==> src/design/pfd_pkg.sv <==
package pfd_pkg;

	// One input transaction: a raw byte of the datagram and its last-byte flag.
	typedef struct packed {
		logic [7:0] wire_byte;
		logic       end_of_datagram;
	} in_item_t;

	// One result transaction: either a payload byte or the closing status item.
	typedef struct packed {
		logic [7:0]  payload_byte;
		logic [7:0]  frame_sequence;
		logic [15:0] frame_target;
		logic [7:0]  frame_command;
		logic [15:0] declared_length;
		logic [2:0]  status;
		logic        is_final;
	} out_item_t;

	// Work handed from the front to the back: an optional decoded group and
	// an optional closing status, both raised by the same input byte.
	typedef struct packed {
		logic [7:0][7:0] data;
		logic [3:0]      cnt;
		logic            first;
		logic            has_final;
		logic [2:0]      pre_status;
		logic [7:0]      seq;
		logic [15:0]     body_size;
	} job_t;

	localparam logic [2:0] ST_OK       = 3'd0;
	localparam logic [2:0] ST_SHORT    = 3'd1;
	localparam logic [2:0] ST_START    = 3'd2;
	localparam logic [2:0] ST_LENGTH   = 3'd3;
	localparam logic [2:0] ST_END      = 3'd4;
	localparam logic [2:0] ST_CHECKSUM = 3'd5;
	localparam logic [2:0] ST_PAYLEN   = 3'd6;

	localparam logic [7:0]  START_MARK  = 8'h5b;
	localparam logic [7:0]  END_MARK    = 8'h5d;
	localparam logic [7:0]  PLAIN_HI    = 8'hff;
	localparam logic [7:0]  CMD_PLAIN_A = 8'h80;
	localparam logic [7:0]  CMD_PLAIN_B = 8'h81;
	localparam logic [7:0]  CMD_PLAIN_C = 8'hd0;
	localparam logic [7:0]  CMD_PLAIN_D = 8'hd1;
	localparam logic [16:0] COUNT_MAX   = 17'h1ffff;
	localparam logic [16:0] MIN_LEN     = 17'd11;
	localparam logic [3:0]  HEADER_LEN  = 4'd5;
	localparam logic [3:0]  GROUP_LEN   = 4'd8;

	localparam logic [2:0] PERM [8] = '{3'd7, 3'd6, 3'd4, 3'd1, 3'd3, 3'd2, 3'd5, 3'd0};

	function automatic logic [7:0] unpermute_bits(input logic [7:0] e);
		logic [7:0] p;
		p = '0;
		for (int b = 0; b < 8; b++) begin
			p[PERM[b]] = e[b];
		end
		return p;
	endfunction

	function automatic logic needs_scramble(input logic [7:0] tgt_hi, input logic [7:0] cmd);
		logic plain_cmd;
		plain_cmd = cmd inside {CMD_PLAIN_A, CMD_PLAIN_B, CMD_PLAIN_C, CMD_PLAIN_D};
		return (tgt_hi != PLAIN_HI) || !plain_cmd;
	endfunction

	// When scr is set, a full group is reordered and bit-permuted, a short one bit-permuted only.
	function automatic logic [7:0][7:0] descramble(input logic [7:0][7:0] g,
		input logic [3:0] cnt, input logic scr);
		logic [7:0][7:0] p;
		p = g;
		if (scr) begin
			for (int i = 0; i < 8; i++) begin
				if (cnt == GROUP_LEN) begin
					p[PERM[i]] = unpermute_bits(g[i]);
				end else begin
					p[i] = unpermute_bits(g[i]);
				end
			end
		end
		return p;
	endfunction

endpackage

==> src/design/pfd_front.sv <==
module pfd_front import pfd_pkg::*; (
	input  logic     clk,
	input  logic     arst_n,
	input  logic     acc,
	input  in_item_t item,
	output logic     job_push,
	output job_t     job
);

	logic [16:0] pos_q;
	logic [7:0]  sum_q;
	logic [7:0]  prev_q;
	logic        start_q;
	logic [15:0] body_q;
	logic [7:0]  seq_q;
	logic        scr_q;
	logic [7:0]  head_hi_q;
	logic [2:0]  fill_q;
	logic        notfirst_q;
	logic [7:0]  store_q [8];

	logic [7:0]      wb;
	logic            last;
	logic [16:0]     bi;
	logic            in_body;
	logic            last_body;
	logic            grp_done;
	logic [3:0]      cnt;
	logic            scr_now;
	logic [7:0][7:0] grp;
	logic [16:0]     len;
	logic [2:0]      pre;

	always_comb begin
		wb        = item.wire_byte;
		last      = item.end_of_datagram;
		bi        = pos_q - 17'd4;
		in_body   = (pos_q >= 17'd4) && (bi < {1'b0, body_q});
		last_body = (bi + 17'd1) == {1'b0, body_q};
		grp_done  = in_body && ((fill_q == 3'd7) || last_body);
		cnt       = {1'b0, fill_q} + 4'd1;
		scr_now   = (in_body && (bi == 17'd2)) ? needs_scramble(head_hi_q, wb) : scr_q;
		for (int i = 0; i < 8; i++) begin
			grp[i] = (3'(i) == fill_q) ? wb : store_q[i];
		end

		len = (pos_q != COUNT_MAX) ? pos_q + 17'd1 : COUNT_MAX;
		if (len < MIN_LEN) begin
			pre = ST_SHORT;
		end else if (!start_q) begin
			pre = ST_START;
		end else if (len != {1'b0, body_q} + 17'd6) begin
			pre = ST_LENGTH;
		end else if (prev_q != END_MARK) begin
			pre = ST_END;
		end else if (sum_q != wb) begin
			pre = ST_CHECKSUM;
		end else begin
			pre = ST_OK;
		end

		job.data       = descramble(grp, cnt, scr_now);
		job.cnt        = grp_done ? cnt : 4'd0;
		job.first      = !notfirst_q;
		job.has_final  = last;
		job.pre_status = pre;
		job.seq        = seq_q;
		job.body_size  = body_q;
		job_push       = acc && (grp_done || last);
	end

	always_ff @(posedge clk or negedge arst_n) begin
		if (!arst_n) begin
			pos_q      <= '0;
			sum_q      <= '0;
			prev_q     <= '0;
			start_q    <= 1'b0;
			body_q     <= '0;
			seq_q      <= '0;
			scr_q      <= 1'b0;
			head_hi_q  <= '0;
			fill_q     <= '0;
			notfirst_q <= 1'b0;
		end else if (acc) begin
			if (last) begin
				pos_q      <= '0;
				sum_q      <= '0;
				prev_q     <= '0;
				start_q    <= 1'b0;
				body_q     <= '0;
				seq_q      <= '0;
				scr_q      <= 1'b0;
				head_hi_q  <= '0;
				fill_q     <= '0;
				notfirst_q <= 1'b0;
			end else begin
				sum_q  <= sum_q + wb;
				prev_q <= wb;
				if (pos_q != COUNT_MAX) begin
					pos_q <= pos_q + 17'd1;
				end
				if (pos_q == 17'd0) begin
					start_q <= (wb == START_MARK);
				end else if (pos_q == 17'd1) begin
					seq_q <= wb;
				end else if (pos_q == 17'd2) begin
					body_q <= {wb, 8'h00};
				end else if (pos_q == 17'd3) begin
					body_q <= {body_q[15:8], wb};
				end else if (in_body) begin
					if (bi == 17'd0) begin
						head_hi_q <= wb;
					end
					scr_q  <= scr_now;
					fill_q <= grp_done ? 3'd0 : fill_q + 3'd1;
					if (grp_done) begin
						notfirst_q <= 1'b1;
					end
				end
			end
		end
	end

	always_ff @(posedge clk) begin
		if (acc && in_body) begin
			store_q[fill_q] <= wb;
		end
	end

endmodule

==> src/design/pfd_job_fifo.sv <==
module pfd_job_fifo import pfd_pkg::*; #(
	parameter int DEPTH = 4
) (
	input  logic clk,
	input  logic arst_n,
	input  logic wr_en,
	input  job_t wr_data,
	output logic full,
	input  logic rd_en,
	output logic nonempty,
	output job_t rd_data
);

	localparam int AW = (DEPTH > 1) ? $clog2(DEPTH) : 1;
	localparam int CW = $clog2(DEPTH + 1);

	job_t          mem_q [DEPTH];
	logic [AW-1:0] wr_ptr_q;
	logic [AW-1:0] rd_ptr_q;
	logic [CW-1:0] count_q;

	assign full     = (count_q == CW'(DEPTH));
	assign nonempty = (count_q != '0);
	assign rd_data  = mem_q[rd_ptr_q];

	function automatic logic [AW-1:0] next_ptr(input logic [AW-1:0] p);
		return (p == AW'(DEPTH - 1)) ? '0 : p + AW'(1);
	endfunction

	always_ff @(posedge clk or negedge arst_n) begin
		if (!arst_n) begin
			wr_ptr_q <= '0;
			rd_ptr_q <= '0;
			count_q  <= '0;
		end else begin
			if (wr_en) begin
				wr_ptr_q <= next_ptr(wr_ptr_q);
			end
			if (rd_en) begin
				rd_ptr_q <= next_ptr(rd_ptr_q);
			end
			if (wr_en && !rd_en) begin
				count_q <= count_q + CW'(1);
			end else if (rd_en && !wr_en) begin
				count_q <= count_q - CW'(1);
			end
		end
	end

	always_ff @(posedge clk) begin
		if (wr_en) begin
			mem_q[wr_ptr_q] <= wr_data;
		end
	end

endmodule

==> src/design/pfd_back.sv <==
module pfd_back import pfd_pkg::*; (
	input  logic      clk,
	input  logic      arst_n,
	input  logic      job_avail,
	input  job_t      job,
	output logic      job_take,
	output logic      empty,
	input  logic      pop,
	output out_item_t result
);

	job_t      cur_q;
	logic      cur_valid_q;
	logic [3:0] idx_q;
	logic      fin_pend_q;
	logic [15:0] tgt_q;
	logic [7:0]  cmd_q;
	logic [15:0] stated_q;
	out_item_t out_q;
	logic      out_valid_q;

	logic      is_pay;
	logic      remaining;
	logic      out_free;
	logic      emit;
	logic      last_item;
	logic      load;
	logic [2:0] st;
	out_item_t item;

	always_comb begin
		is_pay    = idx_q < cur_q.cnt;
		remaining = cur_valid_q && (is_pay || fin_pend_q);
		out_free  = !out_valid_q || pop;
		emit      = remaining && out_free;
		last_item = is_pay ? ((idx_q + 4'd1 >= cur_q.cnt) && !fin_pend_q) : 1'b1;
		load      = job_avail && (!remaining || (emit && last_item));
		job_take  = load;

		st = cur_q.pre_status;
		if ((cur_q.pre_status == ST_OK) &&
			({1'b0, cur_q.body_size} != {1'b0, stated_q} + 17'd5)) begin
			st = ST_PAYLEN;
		end

		item = '0;
		if (is_pay) begin
			item.payload_byte = cur_q.data[idx_q[2:0]];
		end else begin
			item.is_final = 1'b1;
			item.status   = st;
			if ((st == ST_OK) || (st == ST_PAYLEN)) begin
				item.frame_sequence  = cur_q.seq;
				item.frame_target    = tgt_q;
				item.frame_command   = cmd_q;
				item.declared_length = stated_q;
			end
		end
	end

	assign empty  = !out_valid_q;
	assign result = out_q;

	always_ff @(posedge clk or negedge arst_n) begin
		if (!arst_n) begin
			cur_valid_q <= 1'b0;
			idx_q       <= '0;
			fin_pend_q  <= 1'b0;
			tgt_q       <= '0;
			cmd_q       <= '0;
			stated_q    <= '0;
			out_valid_q <= 1'b0;
		end else begin
			if (emit) begin
				out_valid_q <= 1'b1;
			end else if (pop) begin
				out_valid_q <= 1'b0;
			end

			if (emit && is_pay) begin
				idx_q <= idx_q + 4'd1;
			end
			if (emit && !is_pay) begin
				fin_pend_q <= 1'b0;
				tgt_q      <= '0;
				cmd_q      <= '0;
				stated_q   <= '0;
			end
			if (cur_valid_q && (!remaining || (emit && last_item))) begin
				cur_valid_q <= 1'b0;
			end

			if (load) begin
				cur_valid_q <= 1'b1;
				idx_q       <= job.first ? HEADER_LEN : 4'd0;
				fin_pend_q  <= job.has_final;
				// The first group of a datagram carries the decoded header.
				if (job.first && (job.cnt != 4'd0)) begin
					tgt_q    <= {job.data[0], (job.cnt >= 4'd2) ? job.data[1] : 8'h00};
					cmd_q    <= (job.cnt >= 4'd3) ? job.data[2] : 8'h00;
					stated_q <= {(job.cnt >= 4'd4) ? job.data[3] : 8'h00,
						(job.cnt >= 4'd5) ? job.data[4] : 8'h00};
				end
			end
		end
	end

	always_ff @(posedge clk) begin
		if (load) begin
			cur_q <= job;
		end
		if (emit) begin
			out_q <= item;
		end
	end

endmodule

==> src/design/permuted_frame_decoder.sv <==
// Permuted frame decoder. Datagram bytes enter one per clock as queue-style
// transactions (push/full) and decoded results leave the same way
// (empty/pop). A datagram is the 0x5b start marker, a sequence byte, a
// 16-bit big-endian body length, the body, the 0x5d end marker and an
// additive checksum byte; the caller flags its last byte. Body bytes are
// descrambled in groups of eight, and each completed group yields its
// payload bytes as separate result transactions (the first five decoded
// body bytes form the header and are not emitted as payload). The last
// byte yields one closing transaction with is_final set, a status and,
// unless the status is a framing error, the header; a nonzero status means
// the payload already delivered must be discarded. Input bytes are taken
// at one per cycle: the front end does the per-byte checks and group
// collection as each byte is taken, and a completed group or closing
// status goes into a job queue of JOB_DEPTH entries. The back end drains
// one result per cycle from that queue while pop keeps its output free, so
// a full group after the first yields eight payload results; input stalls
// (full high) only while the job queue is full. A completed job reaches
// the outputs through the job queue, current-job and output registers.
module permuted_frame_decoder import pfd_pkg::*; #(
	parameter int JOB_DEPTH = 4
) (
	input  logic      clk,
	input  logic      arst_n,
	input  logic      push,
	output logic      full,
	input  in_item_t  item,
	output logic      empty,
	input  logic      pop,
	output out_item_t result
);

	logic acc;
	logic job_push;
	job_t job_in;
	logic job_avail;
	logic job_take;
	job_t job_out;

	// A byte is taken whenever the job queue has room, even if that byte
	// ends up raising no job.
	assign acc = push && !full;

	pfd_front u_front (
		.clk      (clk),
		.arst_n   (arst_n),
		.acc      (acc),
		.item     (item),
		.job_push (job_push),
		.job      (job_in)
	);

	pfd_job_fifo #(
		.DEPTH (JOB_DEPTH)
	) u_job_fifo (
		.clk      (clk),
		.arst_n   (arst_n),
		.wr_en    (job_push),
		.wr_data  (job_in),
		.full     (full),
		.rd_en    (job_take),
		.nonempty (job_avail),
		.rd_data  (job_out)
	);

	// The back end emits the payload of each group in order, then the
	// closing status transaction, through a registered output stage.
	pfd_back u_back (
		.clk       (clk),
		.arst_n    (arst_n),
		.job_avail (job_avail),
		.job       (job_out),
		.job_take  (job_take),
		.empty     (empty),
		.pop       (pop),
		.result    (result)
	);

endmodule

==> config.mk <==
export PLATFORM = sky130hd
export DESIGN_NAME = permuted_frame_decoder
export DESIGN_NICKNAME = d
export VERILOG_FILES = /design/src/design/pfd_pkg.sv /design/src/design/pfd_front.sv /design/src/design/pfd_job_fifo.sv /design/src/design/pfd_back.sv /design/src/design/permuted_frame_decoder.sv
export SDC_FILE = /design/constraint.sdc
export NUM_CORES = 1
export LEC_CHECK = 0
export ABC_AREA = 1
export BUFFER_PORTS_ARGS = -buffer_cell sky130_fd_sc_hd__buf_4
export CAP_MARGIN = 10
export CORE_ASPECT_RATIO = 1.2
export CORE_UTILIZATION = 40
export DETAILED_ROUTE_END_ITERATION = 16
export HOLD_SLACK_MARGIN = 0.02
export PLACE_DENSITY = 0.57
export SYNTH_ARGS = -nofsm -noshare
export SYNTH_HDL_FRONTEND = slang
export SYNTH_HIERARCHICAL = 1
export SYNTH_SLANG_ARGS = --single-unit
export TNS_END_PERCENT = 50
==> constraint.sdc <==
create_clock -name clk -period 8.9 [get_ports clk]
set_input_delay 0.89 -clock clk [delete_from_list [all_inputs] [get_ports clk]]
set_output_delay 0.89 -clock clk [all_outputs]
set_load 0.05 [all_outputs]
# Yosys cells after proc, flatten, opt, wreduce, memory -nomap -nowiden
# Memories as Yosys holds them, arrays and structs flattened.
# Cells that the tools add are included.
[classes] mux=101 add_sub_neg=13 eq_ne=33 bitwise_logic=1 n_lt_le_gt_ge=10 n_reduce_logical=64
[ops] operator="$mux 8" n=37
[ops] operator="$mux 16" n=10
[ops] operator="$mux 64" n=1
[ops] operator="$eq 17x2->1 const B" n=3
[ops] operator="$mux 17" n=3
[ops] operator="$mux 3" n=16
[ops] operator="$add 16x3->17 const B" n=2
[ops] operator="$add 17x1->17 const B" n=2
[ops] operator="$logic_not 17->1" n=2
[ops] operator="$eq 8x8->1 const B" n=4
[ops] operator="$mux 1" n=28
[ops] operator="$bmux 8 s3" n=1
[ops] operator="$reduce_bool 2->1" n=12
[ops] operator="$logic_and 1x1->1" n=18
[ops] operator="$eq 17x1->1 const B" n=1
[ops] operator="$eq 17x16->1" n=1
[ops] operator="$ge 17x3->1 const B" n=1
[ops] operator="$lt 17x16->1" n=1
[ops] operator="$lt 17x4->1 const B" n=1
[ops] operator="$ne 16x17->1" n=1
[ops] operator="$ne 17x17->1" n=1
[ops] operator="$ne 17x17->1 const B" n=1
[ops] operator="$sub 17x3->17 const B" n=1
[ops] operator="$reduce_and 7->1" n=2
[ops] operator="other kinds (35)" n=72
[totals] mem_bits_rw=452 input_bits=13 memories=2 output_inout_bits=62 regBits=280 word_cells=264
[mem_list] memory="u_job_fifo.mem_q" depth=4 width=97 rd=1 rd_clocked_by_memory_dff=0 wr=1 line_no="pfd_job_fifo.sv:17" source="job_t mem_q [DEPTH];"
[mem_list] memory="u_front.store_q" depth=8 width=8 rd=8 rd_clocked_by_memory_dff=0 wr=1 line_no="pfd_front.sv:20" source="logic [7:0] store_q [8];"

# Depth between registers and ports, before layout
# Gate-level depths: netlist of the first run.
[depth] word_depth=12 ltp_mapped=30 ltp_nobuf=29

# By module
# The synthesis of the first run kept the hierarchy.
[modules_own_cells] mod="pfd_job_fifo" area_each_um2=15812.7 cells_per_inst=1184 seq_area_each_um2=11826.3 instances=1
[modules_own_cells] mod="pfd_front" area_each_um2=10095.9 cells_per_inst=1400 seq_area_each_um2=3698.5 instances=1
[modules_own_cells] mod="pfd_back" area_each_um2=9221.3 cells_per_inst=956 seq_area_each_um2=5830.6 instances=1
[modules_own_cells] mod="permuted_frame_decoder" area_each_um2=10.0 cells_per_inst=2 seq_area_each_um2=0.0 instances=1

# Worst setup path before layout of the first run
# Ideal clock, no wire load.
[synth_path] path_type="reg2reg" start="register u_front.pos_q[2]" end="memory u_job_fifo/mem_q[3][0] in the netlist's numbering (enable)" path_stages_with_launch=20 slack_ps=3546 setup_ps=450 arrival_time_ps=4904 period_less_slack_ps=5354 path_cell_list="dfrtp_1 > inv_2 > buf_2 > ha_1 > nand2_2 > nor2_4 > nand2_1 > nand2_2 > ha_1 > a21oi_1 > nor2_1 > a211oi_1 > nand2_1 > nand3_1 > a21boi_0 > nor2_4 > nand2_2 > a21oi_1 > nand2_1 > inv_1"
[synth_via] elab_chain_len=9 word_cells_on_any_way=12
[synth_lines] element="start: declaration" line_no="pfd_front.sv:10" source="logic [16:0] pos_q;"
[synth_lines] element="start signal: assignment" line_no="pfd_front.sv:100" source="pos_q <= pos_q + 17'd1;"
[synth_lines] element="$sub 17x3->17" line_no="pfd_front.sv:37" source="bi = pos_q - 17'd4;"
[synth_lines] element="$add 17x1->17" line_no="pfd_front.sv:39" source="last_body = (bi + 17'd1) == {1'b0, body_q};"
[synth_lines] element="$eq 17x16->1" line_no="pfd_front.sv:39"
[synth_lines] element="$logic_or 1x1->1" line_no="pfd_front.sv:40" source="grp_done = in_body && ((fill_q == 3'd7) || last_body);"
[synth_lines] element="$logic_and 1x1->1 *" line_no="pfd_front.sv:40"
[synth_lines] element="$logic_or 1x1->1 *" line_no="pfd_front.sv:69" source="job_push = acc && (grp_done || last);"
[synth_lines] element="$logic_and 1x1->1 *" line_no="pfd_front.sv:69"
[synth_lines] element="named net job_push" line_no="permuted_frame_decoder.sv:33" source="logic job_push;"
[synth_lines] element="$mux 1 *" line_no="pfd_job_fifo.sv:51" source="if (wr_en) begin"
[synth_lines] element="$mux 1 (implied by the code) *" line_no="pfd_job_fifo.sv:52" source="mem_q[wr_ptr_q] <= wr_data;"
[synth_lines] element="end: declaration" line_no="pfd_job_fifo.sv:17"
# Mark *: on every way through the listed nets, which the timed path passes. The rest lies on a longest branch.

# Worst setup path in the final report of the first run
[layout_path] start="register u_front.pos_q[2]" end="memory u_job_fifo/mem_q[0][93] in the netlist's numbering (enable)"
# The elaborated chain is that of the path after synthesis.

==> out/metrics.cfg, run 1 <==
[status]
outcome = finished clean

[critical_path]
reg2reg_depth = 19
critical_path_class = register to register
cp.required_ns = 9.15
r2r_setup_slack_ns = 3.43
regToRegStartpoint = u_front/pos_q[2]
end_kind = register
startpoint_type = register
critPathArrivalTime_ns = 5.72
reg2reg_to = u_job_fifo/mem_q[0][93]
crit_fanout = 51

[clock_tree]
clockBufferDepth = 3
holdBufCountCts = 0
postCtsResizedCells = 0
htreeDepth = 3
clock-sinks = 732
numCtsBuffers = 77
cts_setup_buffers = 0
cts-root-buf = clkbuf_16
clkLatencyLatePin_ns = 0.63
clkTransAtPathRegs_ns = 0.06
cts_tree = built

[routing]
wl_per_cell_um = 18.50
drt_wl_total_um = 88110
drcViolationCount = 0
dr_wl_met2_um = 42160
met1_length_um = 39500
vias = 24140
top_layer = met4
drt-initial-drc-count = 1878
dr.pass1.iters = 5
via_per_inst = 5.067
wl_met3_um = 3967
ant_nets = 0

[layout]
final_nets = 3636
final_common_cell = nand2_1
syn2layout_area_growth_pct = 10.94
drive_gt1_share_pct = 7.563
most-common-layout-cells = nand2_1, edfxtp_1, inv_1, nor2_1, o211ai_1
fin_cells = 4763
antenna_cells = 0
final_util_pct = 44.98

[logic_synthesis]
yosysUniqueCellTypes = 53
synth_adder_area_share_pct = 2.108
yosysSeqAreaShare_pct = 60.77
synth-xor-area-share_pct = 1.047
synthArstFlopShare_pct = 17.08
syn_nets = 3613
yosys_register_bits = 732
synth.area.mux_share_pct = 0
synth_compound_area_share_pct = 10.90
synth_warnings = 6
synthSimpleGateAreaFrac_pct = 17.40
synth_cells = 3542
synth-edff-count = 607
synth.avg_cell_area_um2 = 9.921
synth_top_family_by_area = simple AND/OR/NAND/NOR gates
yosys_most_used_dff = edfxtp_1
synth_area_um2 = 35140

[sta]
max_freq_mhz = 182.7
slew_violations = 0
setup_slack_ns = 3.427
period_needed_ns = 5.473
fin_crit_sh_pct = 61.49
finalHoldViolCount = 0
rsz0062_at_grt = false
skew_ns = 0.02403
finalSetupViolCount = 0
setup_tns_ns = 0
tightestPinTransition_ns = 1.104
slew_headroom_pct = 26.39

[grt]
grt_pass1_vias = 22670
antenna_found_initial = 1
grt_pass1_wl_um = 134300
track_usage_pct = 19.80
grt_max_degree = 198
globalRouteOverflowTotal = 0

[hold_path]
worstHoldPathType = primary input to async pin

[floorplan]
initial_core_util_pct = 40.55
num_rows = 118
die_area_um2 = 89040
die_h_um = 326.7
core_um2 = 86670
die_w_um = 272.6
num_io_pins = 75

[place]
preCtsSetupSlack_ns = 3.410
place_congestion = 0.8600
port_buffers = 74
dp_hpwl_um = 61030
placed_cells = 4625

[pwr]
ir_drop_mv = 0.3853
p_leak_nw = 16.21
p_per_area_nw_per_um2 = 345.4

[flow_run]
drv_cap = 0

-- flip-flops by register name, indices dropped and copies added, names as in the netlist, 4 cells and up --
name	cells
u_job_fifo/mem_q	388
u_back/cur_q	95
u_front/store_q	64
u_back/result	60
u_front/pos_q	17
u_back/stated_q	16
u_back/tgt_q	16
u_front/body_q	16
u_back/cmd_q	8
u_front/head_hi_q	8
u_front/prev_q	8
u_front/seq_q	8
u_front/sum_q	8
u_back/idx_q	4
-- metrics by stage --
step	hold slack (ns)	power (mW)	area (um^2)
after floorplan	0.4417	8.846	35140
after global placement	0.4609	10.25	36430
after detailed placement	0.4667	10.31	36430
after CTS	0.2823	13.59	38980
after global routing	0.2974	14.27	38980
final	0.2666	13.46	38980
-- report_power, final --
group	total, mW	internal (mW)	switching (mW)
Clock	3.26	1.94	1.33
Sequential	5.34	4.86	0.479
Combinational	4.86	1.30	3.57
-- cell families (layout without fill, tap and decap cells) --
group | Yosys count | in the layout
XOR/XNOR | 42 | 42
AO/OA/AOI/OAI | 572 | 572
AND/OR/NAND/NOR | 1503 | 1503
buffers and inverters | 635 | 716
adder cells (fa/ha/maj) | 58 | 58
flip-flops | 732 | 732
-- synthesized netlist by cell type, types with 12 or more instances --
| library cell | count | area share, % |
|---|---|---|
| buf_2 | 42 | 0.60 |
| o22ai_1 | 24 | 0.43 |
| o21a_1 | 29 | 0.62 |
| clkbuf_1 | 64 | 0.68 |
| nand2_1 | 1003 | 11 |
| nor2_1 | 283 | 3.0 |
| ha_1 | 56 | 2.0 |
| nand3_1 | 121 | 1.7 |
| buf_6 | 31 | 0.99 |
| inv_2 | 13 | 0.14 |
| xnor2_1 | 14 | 0.35 |
| o21ai_0 | 166 | 2.4 |
| buf_4 | 12 | 0.26 |
| o211ai_1 | 226 | 4.8 |
| inv_1 | 463 | 4.9 |
| o21ai_1 | 21 | 0.30 |
| xor2_1 | 28 | 0.70 |
| o32ai_1 | 16 | 0.40 |
| nand4_1 | 38 | 0.68 |
| dfrtp_1 | 125 | 8.9 |
| nor3_1 | 18 | 0.26 |
| a21oi_1 | 57 | 0.81 |
| edfxtp_1 | 607 | 52 |
-- layer usage --
layer / vias to the layer above / global-route usage (%)
met1: 11450 / 26.61
met2: 574 / 32.84
li1: 11970 / -
met5: - / 0
met3: 144 / 2.690
met4: 0 / 6.766
-- worst max path at each step --
stage / startpoint / end / slack, ns / cells after the start
2_1_floorplan: u_front/pos_q[2] / u_job_fifo/mem_q[3][0] / 3.55 / 19
3_3_place_gp: u_front/pos_q[2] / u_job_fifo/mem_q[1][91] / 3.52 / 20
3_5_place_dp: u_front/pos_q[2] / u_job_fifo/mem_q[3][76] / 3.41 / 19
4_1_cts: u_front/pos_q[2] / u_job_fifo/mem_q[3][31] / 3.37 / 19
5_1_grt: u_front/pos_q[3] / u_job_fifo/mem_q[0][77] / 2.79 / 24
6_report: u_front/pos_q[2] / u_job_fifo/mem_q[0][93] / 3.43 / 19
-- area by class of cell --
class / count / area, um^2
clock inverters: 39 / 479.2
well taps: 1140 / 1426
clock buffers: 98 / 2068
inverters: 483 / 1837
flip-flops and latches: 732 / 21360
repair buffers: 96 / 724.4
fillers: 8159 / 47680
multi-input cells: 2175 / 11090
-- critical path, cell delays in order (launching register included) --
cell and delay, ns:
dfrtp_1 0.45, inv_2 0.23, ha_1 0.31, nand2_2 0.13
nor2_4 0.16, nand2_1 0.10, nand2_2 0.15, ha_1 0.27
a21oi_1 0.15, nor2_1 0.05, a211oi_1 0.25, nand2_1 0.13
nand3_1 0.08, a21boi_0 0.13, nor2_4 0.17, nand2_2 0.11
a21oi_1 0.62, nand2_1 0.20, inv_4 0.60, buf_4 0.71
(Power assumes the default switching activity.)
==> run 2, diff against run 1 <==
==> constraint.sdc (replaced) <==
create_clock -name clk -period 5.1 [get_ports clk]
set_input_delay 0.51 -clock clk [delete_from_list [all_inputs] [get_ports clk]]
set_output_delay 0.51 -clock clk [all_outputs]
set_load 0.05 [all_outputs]
==> run 2 against run 1 <==
  * Fmax rose by 24%
  * Flip-flop and latch count did not move
  * Sequential power rose by 73%
==> out/metrics.cfg, run 2 (same netlist as run 1, synthesis figures left out) <==
[critical_path]
startpoint_type = register
critPathArrivalTime_ns = 4.73  ; -0.99 ns
cp_top_family = simple AND/OR/NAND/NOR gates
cp_num_buf_inv = 6  ; +3
cp.depth = 24  ; +5
crit_fanout = 35  ; -31%
crit_top_cell = nand2_1
reg2reg_to = u_job_fifo/mem_q[0][95]
reg2reg_depth = 24  ; +5
max_stage_delay_ns = 0.48  ; -0.23 ns
end_kind = register
critical_path_class = register to register
cpMaxStageDelayCell = dfrtp_1
cp.required_ns = 5.41  ; -3.74 ns
r2r_setup_slack_ns = 0.68  ; -2.75 ns
regToRegStartpoint = u_front/pos_q[3]
worstPathCellList = inv_1 > ha_1 > inv_1 > nand2_1 > nand2_1 > inv_1 > nor2_1 > nand3_1 > inv_1 > nand2_1 > nor2_1 > nand2_1 > nand2_1 > nand2_1 > nand2_1 > nand2_1 > nor2_1 > nand3_1 > nand2_1 > nand2_2 > a21oi_2 > nand2_1 > clkinvlp_4 > buf_12

[floorplan]
num_rows = 118  ; unchanged
die_w_um = 272.6  ; unchanged
initial_core_util_pct = 40.55  ; unchanged
num_io_pins = 75  ; unchanged
die_area_um2 = 89040  ; unchanged
die_h_um = 326.7  ; unchanged
core_um2 = 86670  ; unchanged

[sta]
max_freq_mhz = 226.2  ; +24%
finalSetupViolCount = 0  ; unchanged
setup_tns_ns = 0  ; unchanged
tightestPinTransition_ns = 1.097  ; -0.006877 ns
finalHoldViolCount = 0  ; unchanged
fin_crit_sh_pct = 86.68  ; +25 points
period_needed_ns = 4.421  ; -1.052 ns
rsz0062_at_grt = false
setup_slack_ns = 0.6794  ; -2.748 ns
whs_ns = 0.2092  ; -0.05741 ns
slew_headroom_pct = 26.85  ; +0.46 points
slew_violations = 0  ; unchanged
skew_ns = 0.01715  ; -0.006880 ns

[clock_tree]
cts-root-buf = clkbuf_16
clockBufferDepth = 3  ; unchanged
clkTransAtPathRegs_ns = 0.06  ; about the same
cts_tree = built
cts_setup_buffers = 0  ; unchanged
numCtsBuffers = 77  ; unchanged
clkLatencyLatePin_ns = 0.63  ; about the same
clock-sinks = 732  ; unchanged
htreeDepth = 3  ; unchanged

[place]
dpl_cell_area_um2 = 36880  ; +1.2%
placed_cells = 4664  ; +0.84%
dp_hpwl_um = 62160  ; +1.9%
preCtsSetupSlack_ns = 0.5267  ; -2.883 ns
place_congestion = 0.8883  ; +3.3%
port_buffers = 74  ; unchanged

[routing]
drt-initial-drc-count = 1787  ; -4.8%
wl_per_cell_um = 18.23  ; -1.4%
via_per_inst = 5.048  ; -0.39%
drt_wl_total_um = 87660  ; -0.51%
drcViolationCount = 0  ; unchanged
vias = 24270  ; +0.55%
ant_nets = 0  ; unchanged
dr.pass1.iters = 6  ; +1

[hold_path]
worstHoldPathType = primary input to register
min_to = u_front/store_q[2][7]
hold_start = item[8]
whs_path_depth = 1

[layout]
reg_top3 = u_job_fifo/mem_q: 388 flops, u_back/cur_q: 95 flops, u_front/store_q: 64 flops
design_area_um2 = 39370  ; +0.98%
most-common-layout-cells = nand2_1, edfxtp_1, inv_1, nor2_1, o211ai_1
regMostFlops = u_job_fifo/mem_q
fill_cells = 8091  ; -0.83%
fin_cells = 4808  ; +0.94%
syn2layout_area_growth_pct = 12.03
final_nets = 3675  ; +1.1%
final_util_pct = 45.42  ; +0.44 points
final_common_cell = nand2_1
drive_gt1_share_pct = 8.536  ; +0.97 points
largest_reg_flops = 388  ; unchanged

[grt]
grt_max_degree = 142  ; -28%
grt_pass1_wl_um = 135700  ; +1.0%
antenna_found_initial = 5  ; +4
grt_pass1_vias = 22910  ; +1.1%
track_usage_pct = 19.82  ; about the same
globalRouteOverflowTotal = 0  ; unchanged

[flow_run]
drv_cap = 0  ; unchanged

[pwr]
p_leak_nw = 16.38  ; +1.1%
ir_drop_mv = 0.6175  ; +60%
finalPower_mw = 23.26  ; +73%
p_per_area_nw_per_um2 = 590.9  ; +71%

[status]
outcome = finished clean

[run 2: cell count changes in the layout (fill, tap and decap cells not counted), moves of 2 or more]
cell | before | now
inv_4 | 4 | 2
buf_4 | 95 | 120
clkbuf_1 | 17 | 25
clkinv_1 | 18 | 14
buf_12 | 0 | 13
clkbuf_8 | 2 | 7
clkbuf_16 | 79 | 82
clkinvlp_4 | 1 | 6
bufinv_16 | 10 | 2
[run 2: final cells by class]
cell class,count,area [um^2],share of cell area (%)
sequential,732,21360,54.26
tap,1140,1426,3.623
antenna,1,2.502,0.006357
timing repair buffer,135,1182,3.004
multi-input combinational,2175,11090,28.17
inverter,483,1839,4.672
clock inverter,28,225.2,0.5721
clock buffer,114,2242,5.696
[run 2: worst max-delay path by stage]
| stage | start | end | slack, ns |
|---|---|---|---|
| finish | u_front/pos_q[3] | u_job_fifo/mem_q[0][95] | 0.68 |
| detailed placement | u_front/pos_q[3] | u_job_fifo/mem_q[0][75] | 0.53 |
| CTS | u_front/pos_q[3] | u_job_fifo/mem_q[0][38] | 0.49 |
| floorplan | u_front/pos_q[2] | u_job_fifo/mem_q[1][0] | -0.22 |
| global route | u_front/pos_q[3] | u_job_fifo/mem_q[0][35] | 0.24 |
| global placement | u_front/pos_q[2] | u_job_fifo/mem_q[0][75] | 0.61 |
[run 2: layer usage]
metal / vias up / share of wire (%) / global-route usage [%]
li1: 12070 / - / -
met1: 11550 / 45 / 26.76
met2: 523 / 48 / 32.86
met3: 133 / 4.0 / 2.323
met4: 0 / 3.0 / 7.071
met5: - / 0 / 0
[run 2: power by group]
group	internal [mW]	switching, mW
combinational	2.37	6.16
sequential	8.47	0.791
clock	3.16	2.31
[run 2: repair_timing]
| action | 4_1_cts | 5_1_grt |
|---|---|---|
| hold buffers | 1 | 0 |
| endpoints found under the setup margin | 0 | 52 |
| endpoints found under the hold margin | 77 | 0 |
| gates resized for setup | 0 | 1 |
==> run 3, diff against run 2 <==
--- a/config.mk
+++ b/config.mk
@@ -8,11 +8,13 @@
 export ABC_AREA = 1
 export BUFFER_PORTS_ARGS = -buffer_cell sky130_fd_sc_hd__buf_4
 export CAP_MARGIN = 10
+export CELL_PAD_IN_SITES_DETAIL_PLACEMENT = 1
+export CELL_PAD_IN_SITES_GLOBAL_PLACEMENT = 2
 export CORE_ASPECT_RATIO = 1.2
 export CORE_UTILIZATION = 40
 export DETAILED_ROUTE_END_ITERATION = 16
 export HOLD_SLACK_MARGIN = 0.02
-export PLACE_DENSITY = 0.57
+export PLACE_DENSITY = 0.79
 export SYNTH_ARGS = -nofsm -noshare
 export SYNTH_HDL_FRONTEND = slang
 export SYNTH_HIERARCHICAL = 1
==> run 3 against run 2 <==
  * Hold slack improved by 0.0071 ns
  * Via count rose by 3.3%
  * Wire length rose by 16%
  * Core utilization barely moved
  * Register-to-register slack got worse by 0.16 ns
  * Total power rose by 3.5%
  * Global-route usage rose by 3.3 points
  * Sequential power rose by 0.5%
  * Fmax fell by 3.6%
  * Critical path type unchanged
  * Largest power group unchanged
==> out/metrics.cfg, run 3 (same netlist as run 1, synthesis figures left out) <==
[floorplan]
die_area_um2 = 89040  ; unchanged
initial_core_util_pct = 40.55  ; unchanged
core_um2 = 86670  ; unchanged
num_rows = 118  ; unchanged
die_w_um = 272.6  ; unchanged
num_io_pins = 75  ; unchanged
die_h_um = 326.7  ; unchanged

[routing]
vias = 25070  ; +3.3%
via_per_inst = 5.238  ; +3.8%
dr.pass1.iters = 5  ; -1
ant_nets = 0  ; unchanged
wl_per_cell_um = 21.22  ; +16%
drt_wl_total_um = 101600  ; +16%
drt-initial-drc-count = 1689  ; -5.5%
drcViolationCount = 0  ; unchanged

[clock_tree]
numCtsBuffers = 77  ; unchanged
htreeDepth = 3  ; unchanged
cts-root-buf = clkbuf_16
cts_tree = built
clockBufferDepth = 3  ; unchanged
clkLatencyLatePin_ns = 0.64  ; about the same
clkTransAtPathRegs_ns = 0.06  ; about the same
clock-sinks = 732  ; unchanged

[grt]
grt_max_degree = 249  ; +75%
grt_pass1_wl_um = 155900  ; +15%
track_usage_pct = 23.08  ; +3.3 points
grt_pass1_vias = 26290  ; +15%
antenna_found_initial = 3  ; -2
globalRouteOverflowTotal = 0  ; unchanged

[pwr]
swShare_pct = 40.45  ; +0.61 points
p_switching_mw = 9.739  ; +5.1%
clkPwrFrac_pct = 24.6  ; +1.1 points
p_leak_nw = 16.37  ; about the same
internal-power_mw = 14.34  ; +2.4%
pwr-share-seq_pct = 38.7  ; -1.1 points
ir_drop_mv = 0.5269  ; -15%
p_comb_share_pct = 36.8  ; about the same
p_per_area_nw_per_um2 = 611.8  ; +3.5%

[layout]
regMostFlops = u_job_fifo/mem_q
largest_reg_flops = 388  ; unchanged
most-common-layout-cells = nand2_1, edfxtp_1, inv_1, nor2_1, o211ai_1
final_common_cell = nand2_1
antenna_cells = 0  ; -1
drive_gt1_share_pct = 8.365  ; -0.17 points
syn2layout_area_growth_pct = 12.00  ; about the same
reg_top3 = u_job_fifo/mem_q: 388 flops, u_back/cur_q: 95 flops, u_front/store_q: 64 flops
final_nets = 3655  ; -0.54%
final_util_pct = 45.41  ; about the same

[sta]
setup_tns_ns = 0  ; unchanged
period_needed_ns = 4.584  ; +0.1630 ns
fin_crit_sh_pct = 89.88  ; +3.2 points
whs_ns = 0.2163  ; +0.007113 ns
max_freq_mhz = 218.2  ; -3.6%
tightestPinTransition_ns = 1.155  ; +0.05754 ns
finalSetupViolCount = 0  ; unchanged
slew_violations = 0  ; unchanged
rsz0062_at_grt = false
finalHoldViolCount = 0  ; unchanged
slew_headroom_pct = 22.20  ; -4.6 points
skew_ns = 0.02250  ; +0.005351 ns

[critical_path]
worstPathCellList = inv_2 > ha_1 > inv_1 > nand2_1 > nand2_1 > ha_1 > nand2_1 > nor3_1 > nand2_1 > nand3_1 > nand2_1 > nand2_1 > nand3_1 > a21boi_0 > nor2_4 > nand2_1 > nand2_1 > nand2_4 > buf_12 > nor2_1 > a31oi_1
cp.depth = 21  ; -13%
critPathArrivalTime_ns = 4.99  ; +0.26 ns
critical_path_class = register to register
cpMaxStageDelayCell = a21boi_0
crit_fanout = 70  ; +100%
startpoint_type = register
reg2reg_depth = 21  ; -13%
max_stage_delay_ns = 0.47  ; about the same
cp_num_buf_inv = 3  ; -3
cp_top_family = simple AND/OR/NAND/NOR gates
crit_top_cell = nand2_1
cp.required_ns = 5.51  ; +0.10 ns
end_kind = register

[status]
outcome = finished clean

[place]
place_congestion = 0.8611  ; -3.1%
port_buffers = 74  ; unchanged
dp_hpwl_um = 71800  ; +16%

[hold_path]
whs_path_depth = 1  ; unchanged
worstHoldPathType = primary input to register

[flow_run]
drv_cap = 0  ; unchanged

==> run 3: changes by cell type in the layout (fill, tap and decap cells not counted), moves of 2 or more <==
cell | before | now
buf_12 | 13 | 10
buf_4 | 120 | 103
bufinv_16 | 2 | 12
clkbuf_1 | 25 | 10
clkbuf_16 | 82 | 78
clkinv_1 | 14 | 16
clkinv_2 | 9 | 14
inv_6 | 5 | 7
==> run 3: layer usage <==
metal	part of all wire (%)	GRT usage, %	wire length (um)
met5	0.022	0	22
met4	3.5	8.757	3539
met3	3.8	3.455	3838
met2	49	39.33	49440
met1	44	29.56	44730
==> run 3: final timing paths <==
| kind | start | slack, ns | end |
|---|---|---|---|
| hold / removal | item[8] | 0.22 | u_front/store_q[2][7] |
| hold reg to reg | u_front/scr_q | 0.49 | u_front/scr_q |
| setup / recovery | u_front/pos_q[2] | 0.52 | u_job_fifo/mem_q[0][35] |
| setup reg to reg | u_front/pos_q[2] | 0.52 | u_job_fifo/mem_q[0][35] |
| min in group asynchronous | arst_n | 0.42 | u_back/cmd_q[3] |
| max in group asynchronous | arst_n | 3.86 | u_front/pos_q[12] |
==> run 3: through the flow <==
step / cell area (um^2) / power, mW / worst slack (ns) / instances
floorplan: 35150 / 15.43 / -0.2244 / 3542
global placement: 36690 / 17.99 / 0.5369 / 4643
detailed placement: 36690 / 18.35 / 0.4668 / 4643
CTS: 39340 / 24.34 / 0.4372 / 4785
global route: 39360 / 25.51 / 0.08776 / 4786
finish: 39360 / 24.08 / 0.5164 / 4786
==> run 3: worst reg2reg max path, stage by stage (launching register included) <==
cell	delay (ns)
dfrtp_1	0.45
inv_2	0.24
ha_1	0.35
inv_1	0.11
nand2_1	0.12
nand2_1	0.14
ha_1	0.32
nand2_1	0.08
nor3_1	0.29
nand2_1	0.08
nand3_1	0.11
nand2_1	0.06
nand2_1	0.07
nand3_1	0.07
a21boi_0	0.47
nor2_4	0.11
nand2_1	0.09
nand2_1	0.08
nand2_4	0.27
buf_12	0.37
nor2_1	0.12
a31oi_1	0.36
==> run 3: final cells by class <==
type	count	area [um^2]
fillers	9583	47310
well taps	1140	1426
clock inverters	47	575.6
multi-input cells	2175	11090
clock buffers	94	2072
inverters	483	1837
repair buffers	115	994.7
flip-flops and latches	732	21360
==> run 3: timing repair <==
| action | in CTS | in global routing |
|---|---|---|
| endpoints found under the hold margin | 44 | 0 |
| hold buffers | 1 | 0 |
| resized for setup | 0 | 1 |
| buffers inserted | 0 | 0 |
| setup endpoints to repair | 0 | 8 |
==> run 3: power groups by stage <==
stage / Sequential [mW] / Combinational (mW) / Clock [mW]
after floorplan: 9.91 / 5.53 / 0
after global placement: 9.39 / 8.61 / 0
after detailed placement: 9.45 / 8.90 / 0
after CTS: 9.34 / 8.95 / 6.06
after global routing: 9.46 / 9.80 / 6.25
final: 9.31 / 8.85 / 5.91
